### config.mk
export PLATFORM = sky130hd
export DESIGN_NAME = wmf_select_lane
export DESIGN_NICKNAME = d
export VERILOG_FILES = /design/src/rtl/core/wmf_pkg.sv /design/src/rtl/core/wmf_select_lane.sv
export SDC_FILE = /design/constraint.sdc
export NUM_CORES = 1
export LEC_CHECK = 0
export ABC_AREA = 0
export BUFFER_PORTS_ARGS = -buffer_cell sky130_fd_sc_hd__buf_2
export CAP_MARGIN = 20
export CORE_AREA = 4 4 177 179
export DETAILED_ROUTE_END_ITERATION = 6
export DIE_AREA = 0 0 181 183
export SLEW_MARGIN = 30
export SYNTH_ARGS = -nofsm -noshare
export SYNTH_HDL_FRONTEND = slang
export SYNTH_SLANG_ARGS = --single-unit
### constraint.sdc
create_clock -name clk -period 11.7 [get_ports clk]
set_clock_uncertainty 0.05 [all_clocks]
set_input_delay 0.585 -clock clk [delete_from_list [all_inputs] [get_ports clk]]
set_output_delay 0.585 -clock clk [all_outputs]
set_load 0.005 [all_outputs]
### src/rtl/core/wmf_pkg.sv
// ----------------------------------------------------------------------------
// wmf_pkg
// Shared types and constants of the window median filter.
// ----------------------------------------------------------------------------
package wmf_pkg;

	localparam int MAX_ROW_PIXELS_DEF = 1024;
	localparam int MAX_RADIUS_DEF     = 3;
	localparam int CHANNELS_DEF       = 3;

	localparam int CH_W   = 8;
	localparam int PIX_W  = 24;
	localparam int OUT_CH = 3;

	localparam logic [9:0]  WIDTH_RST    = 10'd640;
	localparam logic [12:0] HEIGHT_RST   = 13'd480;
	localparam logic [1:0]  RAD_ROWS_RST = 2'd1;
	localparam logic [1:0]  RAD_COLS_RST = 2'd1;
	localparam logic [1:0]  CHAN_RST     = 2'd3;

	localparam logic [12:0] ROW_SAT = 13'h1FFF;

	typedef enum logic [2:0] {
		REG_WIDTH    = 3'd0,
		REG_HEIGHT   = 3'd1,
		REG_RAD_ROWS = 3'd2,
		REG_RAD_COLS = 3'd3,
		REG_CHANNELS = 3'd4
	} wmf_reg_t;

	typedef enum logic [1:0] {
		ST_IDLE,
		ST_LOAD,
		ST_SELECT,
		ST_OUTPUT
	} wmf_state_t;

	typedef struct packed {
		logic       start;
		logic       step;
		logic [2:0] bit_idx;
	} wmf_lane_ctrl_t;

endpackage

### src/rtl/core/wmf_select_lane.sv
// ----------------------------------------------------------------------------
// wmf_select_lane
// Bitwise rank selection of one channel over the window, one bit a cycle.
// ----------------------------------------------------------------------------
module wmf_select_lane
	import wmf_pkg::*;
#(
	parameter int WN = 49
) (
	input  logic                        clk,
	input  logic                        arst_n,
	input  wmf_lane_ctrl_t              ctrl,
	input  logic [CH_W-1:0]             vals [WN],
	input  logic [WN-1:0]               init_mask,
	input  logic [$clog2(WN+1)-1:0]     rank,
	output logic [CH_W-1:0]             median
);

	localparam int RKW = $clog2(WN + 1);

	logic [WN-1:0]   mask_q;
	logic [RKW-1:0]  rank_q;
	logic [CH_W-1:0] med_q;
	logic [WN-1:0]   bit_set;
	logic [RKW-1:0]  zero_cnt;

	always_comb begin
		zero_cnt = '0;
		for (int i = 0; i < WN; i++) begin
			bit_set[i] = vals[i][ctrl.bit_idx];
			zero_cnt   = zero_cnt + RKW'(mask_q[i] & ~bit_set[i]);
		end
	end

	always_ff @(posedge clk or negedge arst_n) begin
		if (!arst_n) begin
			mask_q <= '0;
			rank_q <= '0;
			med_q  <= '0;
		end else if (ctrl.start) begin
			mask_q <= init_mask;
			rank_q <= rank;
			med_q  <= '0;
		end else if (ctrl.step) begin
			if (rank_q < zero_cnt) begin
				mask_q <= mask_q & ~bit_set;
			end else begin
				mask_q                <= mask_q & bit_set;
				rank_q                <= rank_q - zero_cnt;
				med_q[ctrl.bit_idx]   <= 1'b1;
			end
		end
	end

	assign median = med_q;

endmodule

==> impl_results.md, run 1 <==
- Mapped Area: 8130 um2
- R2R Path Start: mask_q[24]
- Tot GR Track Use: 20.5%
- WL per Instance: 22.0 um
- Clock slew at reported path FFs: 60 ps
- Highest routed layer: met5
- Clock Tree Root: clkbuf_16
- Final min period: 9220 ps
- Via count of the first global-routing pass: 8,437
- Cts bufs inserted: 9
- DR WL met3: 2720 um
- Primary FF master, synth: dfrtp_1
- Met1 Routed Length: 15,200 um
- Most frequent cells after synthesis: mux2i_1 (137), mux2_2 (97), a22oi_1 (69), dfrtp_1 (63), nand2_1 (62)
- Cell taking the most area after synthesis: dfrtp_1
- Slew Viols, Final: 0
- CTS tree: yes
- WL final: 36,300 um
- Most common cell on crit path: fa_1
- # fillers: 3,082
- Most numerous cell in the Yosys netlist: mux2i_1
- CTS max path bufs: 2
- Metal2 WL: 17,700 um
- Worst setup EP type: flip-flop
- CP startpoint kind: input pin
- Hold WC Path Type: in -> async
- RePlAce Congestion: 0.929
- Crit-path max FO: 77
- RSZ-0062 raised after global routing: no
- Post-synth EDFFs: 0
- Synthesized Nets: 1,345
- IO Count: 462
- Max-cap viol count: 0
- Total grt overflow: 0
- Remaining DRCs: 0
- Post-cts sizing count: 0
- Die ar.: 33,100 um2
- Status: finished, final reports clean
- Post-synth top area share: 19.4%
- Global-route wire length before repair: 52,200 um
- Initial Utilization: 27.5%
- Clock Latency Late Sink: 340 ps
- H-Tree Depth: 3
- Setup crit start: ctrl[0]
- Synth Instances: 835
- Worst-Margin Slew: 964 ps
- Arrival time worst endpoint: 9450 ps
- Final ANT Viol Nets: 0
- Buffers on Ports: 461
- Num rows: 63
- Via count: 8,231
- Area of the core: 29,600 um2
- Post-Layout Cell Count: 1,653
- Post-route setup TNS: 0 ps
- Post-synthesis async set-or-reset flop share: 100%
- P&R area growth vs syn: 35.3%
- Initial antenna violation count: 14
- Postcts setup bufs: 0
- Req. time, crit path: 11,920 ps
- Slowest-stage cell, CP: buf_4
- Synth Register Bits: 63
- Placed insts: 1,629
- Via density per instance: 4.98
- Synth top area cells: dfrtp_1 (19%), mux2i_1 (17%), mux2_2 (13%)
- Largest net degree at the start of global routing: 78
- Count of cell types in the netlist: 49
- Avg Inst Size Synth: 9.74 um2
- Clk sinks: 63
- Headroom to the max-slew limit: 35.6%
- Final HPWL from detailed placement: 29,900 um
- Layout cells sized above 1: 49.2%
- Register area share after synthesis: 19.4%
- Yosys warning total: 0
- Nets: 1,760
- CP peak stage delay: 760 ps
- Initial DRC count: 485
- Fmax: 0.108 GHz
- Cts hold-fix bufs: 0
- TritonRoute pass-1 iters: 5
- Die H: 183 um
- Final setup fails: 0
- Hold Vio Cnt, Final: 0
- Horiz. Die Dim: 181 um
- Crit share post-route: 78.8%
- Setup CP Type: in -> reg
-- kinds of logic (layout without fill, tap and decap cells) --
kind of cell | after synthesis | after routing | share of synthesized area [%]
compound gates | 192 | 192 | 18.7
xor+xnor | 9 | 9 | 0.970
other cells | 0 | 8 | 0
fa+ha+maj | 56 | 56 | 12.4
mux | 244 | 244 | 33.1
buf+inv | 120 | 540 | 7.30
simple gates | 151 | 151 | 8.14
flops | 63 | 63 | 19.4
-- metrics by stage --
step / util (%) / instance area (um2) / setup WS, ps / hold WS, ps
6_report: 37.2 / 11000 / 2480 / 203
5_1_grt: 37.2 / 11000 / 1960 / 250
4_1_cts: 37.1 / 11000 / 2450 / 346
3_5_place_dp: 36.1 / 10700 / 2140 / 431
3_3_place_gp: 36.0 / 10700 / 2260 / 423
2_1_floorplan: - / 8130 / 3830 / 239
-- cell usage in the layout, fill, tap and decap left out, drive strengths merged, types with 3 or more instances in the layout --
cell type	synthesis	routed
dfrtp	63	63
a211o	19	19
a21o	3	3
o211ai	3	3
diode	0	8
xor2	8	8
a31oi	7	7
ha	15	15
mux2i	137	137
nand2	62	62
clkbuf	20	11
a21oi	28	28
fa	41	41
a22oi	69	69
buf	49	473
nor2b	5	5
mux2	97	97
and2	21	21
o211a	27	27
o221a	16	16
o21ai	6	6
nor2	55	55
mux4	10	10
inv	51	52
-- worst max-delay path, delay by kind of cell --
family                     cells  cell delay, ps
adders and majority gates     10            4230
buffers and inverters          7            2090
muxes                          2             570
AOI/OAI and AO/OA              7            1430
xor gates and xnor gates       1             170
and+or+nand+nor                2             300
-- final cells by class --
type                       count  area (um2)  share of cell area (%)
timing repair buffer         473        2430                    22.1
inverter                      51         191                    1.74
clock inverter                 5        81.3                   0.740
antenna                        8        20.0                   0.182
clock buffer                  11         233                    2.12
sequential                    63        1580                    14.3
multi-input combinational    652        5980                    54.3
tap                          390         488                    4.44
-- routing by layer --
metal	track usage (%)	vias to the layer above
met2	34.1	298
met4	4.41	10
met5	0	-
met1	26.5	3977
li1	-	3901
met3	6.31	45
-- state kept, by name, summed over array words and instances, names as in the netlist --
name / cells
rank_q: 6
median: 8
mask_q: 49
-- final timing paths --
check	endpoint	slack, ps	cells past startpoint
worst max register to register	mask_q[48]	4280	26
max in group asynchronous	median[0]	10950	1
worst max-delay path	mask_q[48]	2480	29
worst min register to register	median[4]	450	2
worst min-delay path	mask_q[32]	200	1
min in group clk	rank_q[2]	410	3
Power of run 1 is left out: the tool's default activity adds up to more than one toggle a clock period on the data nets, which glitch-free logic cannot reach.
==> run 2: changes to the inputs <==
--- a/config.mk
+++ b/config.mk
@@ -8,9 +8,9 @@
 export ABC_AREA = 0
 export BUFFER_PORTS_ARGS = -buffer_cell sky130_fd_sc_hd__buf_2
 export CAP_MARGIN = 20
-export CORE_AREA = 4 4 177 179
+export CORE_AREA = 4 4 179 181
 export DETAILED_ROUTE_END_ITERATION = 6
-export DIE_AREA = 0 0 181 183
+export DIE_AREA = 0 0 183 185
 export SLEW_MARGIN = 30
 export SYNTH_ARGS = -nofsm -noshare
 export SYNTH_HDL_FRONTEND = slang
==> constraint.sdc (replaced) <==
create_clock -name clk -period 9.2 [get_ports clk]
set_clock_uncertainty 0.05 [all_clocks]
set_input_delay 0.46 -clock clk [delete_from_list [all_inputs] [get_ports clk]]
set_output_delay 0.46 -clock clk [all_outputs]
set_load 0.005 [all_outputs]
==> run 2 against run 1 <==
Non-clock buffer count up 15. Sequential share of layout area down 0.22 points. Hold slack better by 76 ps. Clock-buffer cell count down 1. Critical path depth unchanged. Critical endpoint is now rank_q[3].
==> impl_results.md, run 2 (synthesis results as in run 1) <==
- Status: finished, final reports clean
- Global-route wire length before repair: 52,700 um
- Final min period: 8230 ps
- Clock slew at reported path FFs: 60 ps
- Commonest non-fill, non-tap cell in the layout: buf_2
- H-Tree Depth: 3
- Die H: 185 um
- Initial antenna violation count: 18
- Multi-input combinational cell area: 5980 um2
- Buffers on Ports: 461
- WL per Instance: 22.5 um
- Slew Viols, Final: 0
- Area of the core: 30,400 um2
- # fillers: 3,146
- Num rows: 64
- Layout cells sized above 1: 49.9%
- Slowest-stage cell, CP: fa_1
- Nets: 1,775
- Most common cell on crit path: fa_1
- Remaining DRCs: 0
- Cts bufs inserted: 9
- Worst setup EP type: flip-flop
- Register Area: 1580 um2
- Max reg flops: 49
- CP startpoint kind: input pin
- TritonRoute pass-1 iters: 5
- Clock Tree Root: clkbuf_16
- Final ANT Viol Nets: 0
- Clock Latency Late Sink: 330 ps
- IO Count: 462
- Crit share post-route: 89.5%
- Via count of the first global-routing pass: 8,336
- Initial DRC count: 563
- Die ar.: 33,900 um2
- Cts hold-fix bufs: 0
- RSZ-0062 raised after global routing: no
- Final HPWL from detailed placement: 31,700 um
- Initial Utilization: 26.7%
- Total grt overflow: 0
- Final setup fails: 0
- Via count: 8,413
- WL final: 37,500 um
- P&R area growth vs syn: 37.4%
- Most frequent cells in the layout: buf_2 (457), mux2i_1 (137), mux2_2 (97)
- CTS tree: yes
- Clk sinks: 63
- Postcts setup bufs: 0
- Post-route setup TNS: 0 ps
- Hold Vio Cnt, Final: 0
- CTS max path bufs: 2
- Via density per instance: 5.03
- RePlAce Congestion: 0.907
- Horiz. Die Dim: 183 um
- Arrival time worst endpoint: 8370 ps
- Top reg by flops: mask_q
- Tot GR Track Use: 20.6%
- CP peak stage delay: 580 ps
- Setup CP Type: in -> reg
- Largest net degree at the start of global routing: 72
- Headroom to the max-slew limit: 41.2%
- Crit-path max FO: 38
- Fmax: 0.121 GHz
- Max-cap viol count: 0
- Req. time, crit path: 9330 ps
- Worst-Margin Slew: 883 ps
- Hold WC Path Type: in -> async
- Post-cts sizing count: 0
-- run 2: path summary, 6_finish.rpt --
path                       startpoint         end  slack (ps)  cells past startpoint
setup / recovery              ctrl[0]   rank_q[3]         970                     29
hold / removal                 arst_n  mask_q[20]         280                      2
setup reg to reg           mask_q[24]   rank_q[3]        2030                     25
hold reg to reg             median[1]   median[1]         450                      2
max in group asynchronous      arst_n  mask_q[43]        8240                      2
min in group clk              rank[3]   rank_q[3]         290                      3
-- run 2: critical path: cells and delay by family --
family          cells  cell delay (ps)
compound gates      8             1640
fa+ha+maj          10             4490
buf+inv             7              920
mux                 2              600
xor+xnor            1               90
simple gates        1              110
-- run 2: routing by layer --
| layer | global-route usage [%] | vias to the layer above | share of wire (%) |
|---|---|---|---|
| li1 | - | 3940 | - |
| met1 | 27.6 | 4075 | 42 |
| met2 | 33.7 | 327 | 48 |
| met3 | 5.34 | 49 | 8.0 |
| met4 | 4.65 | 22 | 1.2 |
| met5 | 0 | - | 0.32 |
-- run 2: final cells by class --
class | count | share of cell area [%]
diodes | 6 | 0.134
flip-flops and latches | 63 | 14.1
inverters | 51 | 1.71
clock buffers | 10 | 2.14
repair buffers | 488 | 23.3
multi-input cells | 652 | 53.5
clock inverters | 6 | 0.616
well taps | 396 | 4.44
-- run 2: metrics by stage --
| stage | instances | util, % | setup slack [ps] | hold slack, ps | area, um2 |
|---|---|---|---|---|---|
| floorplan | 835 | - | 1450 | 114 | 8130 |
| global placement | 1650 | 35.6 | 632 | 423 | 10800 |
| detailed placement | 1650 | 35.6 | 558 | 436 | 10800 |
| CTS | 1666 | 36.7 | 893 | 281 | 11200 |
| global route | 1670 | 36.7 | 439 | 300 | 11200 |
| finish | 1672 | 36.7 | 967 | 279 | 11200 |
Power of run 2 is left out for the same reason.
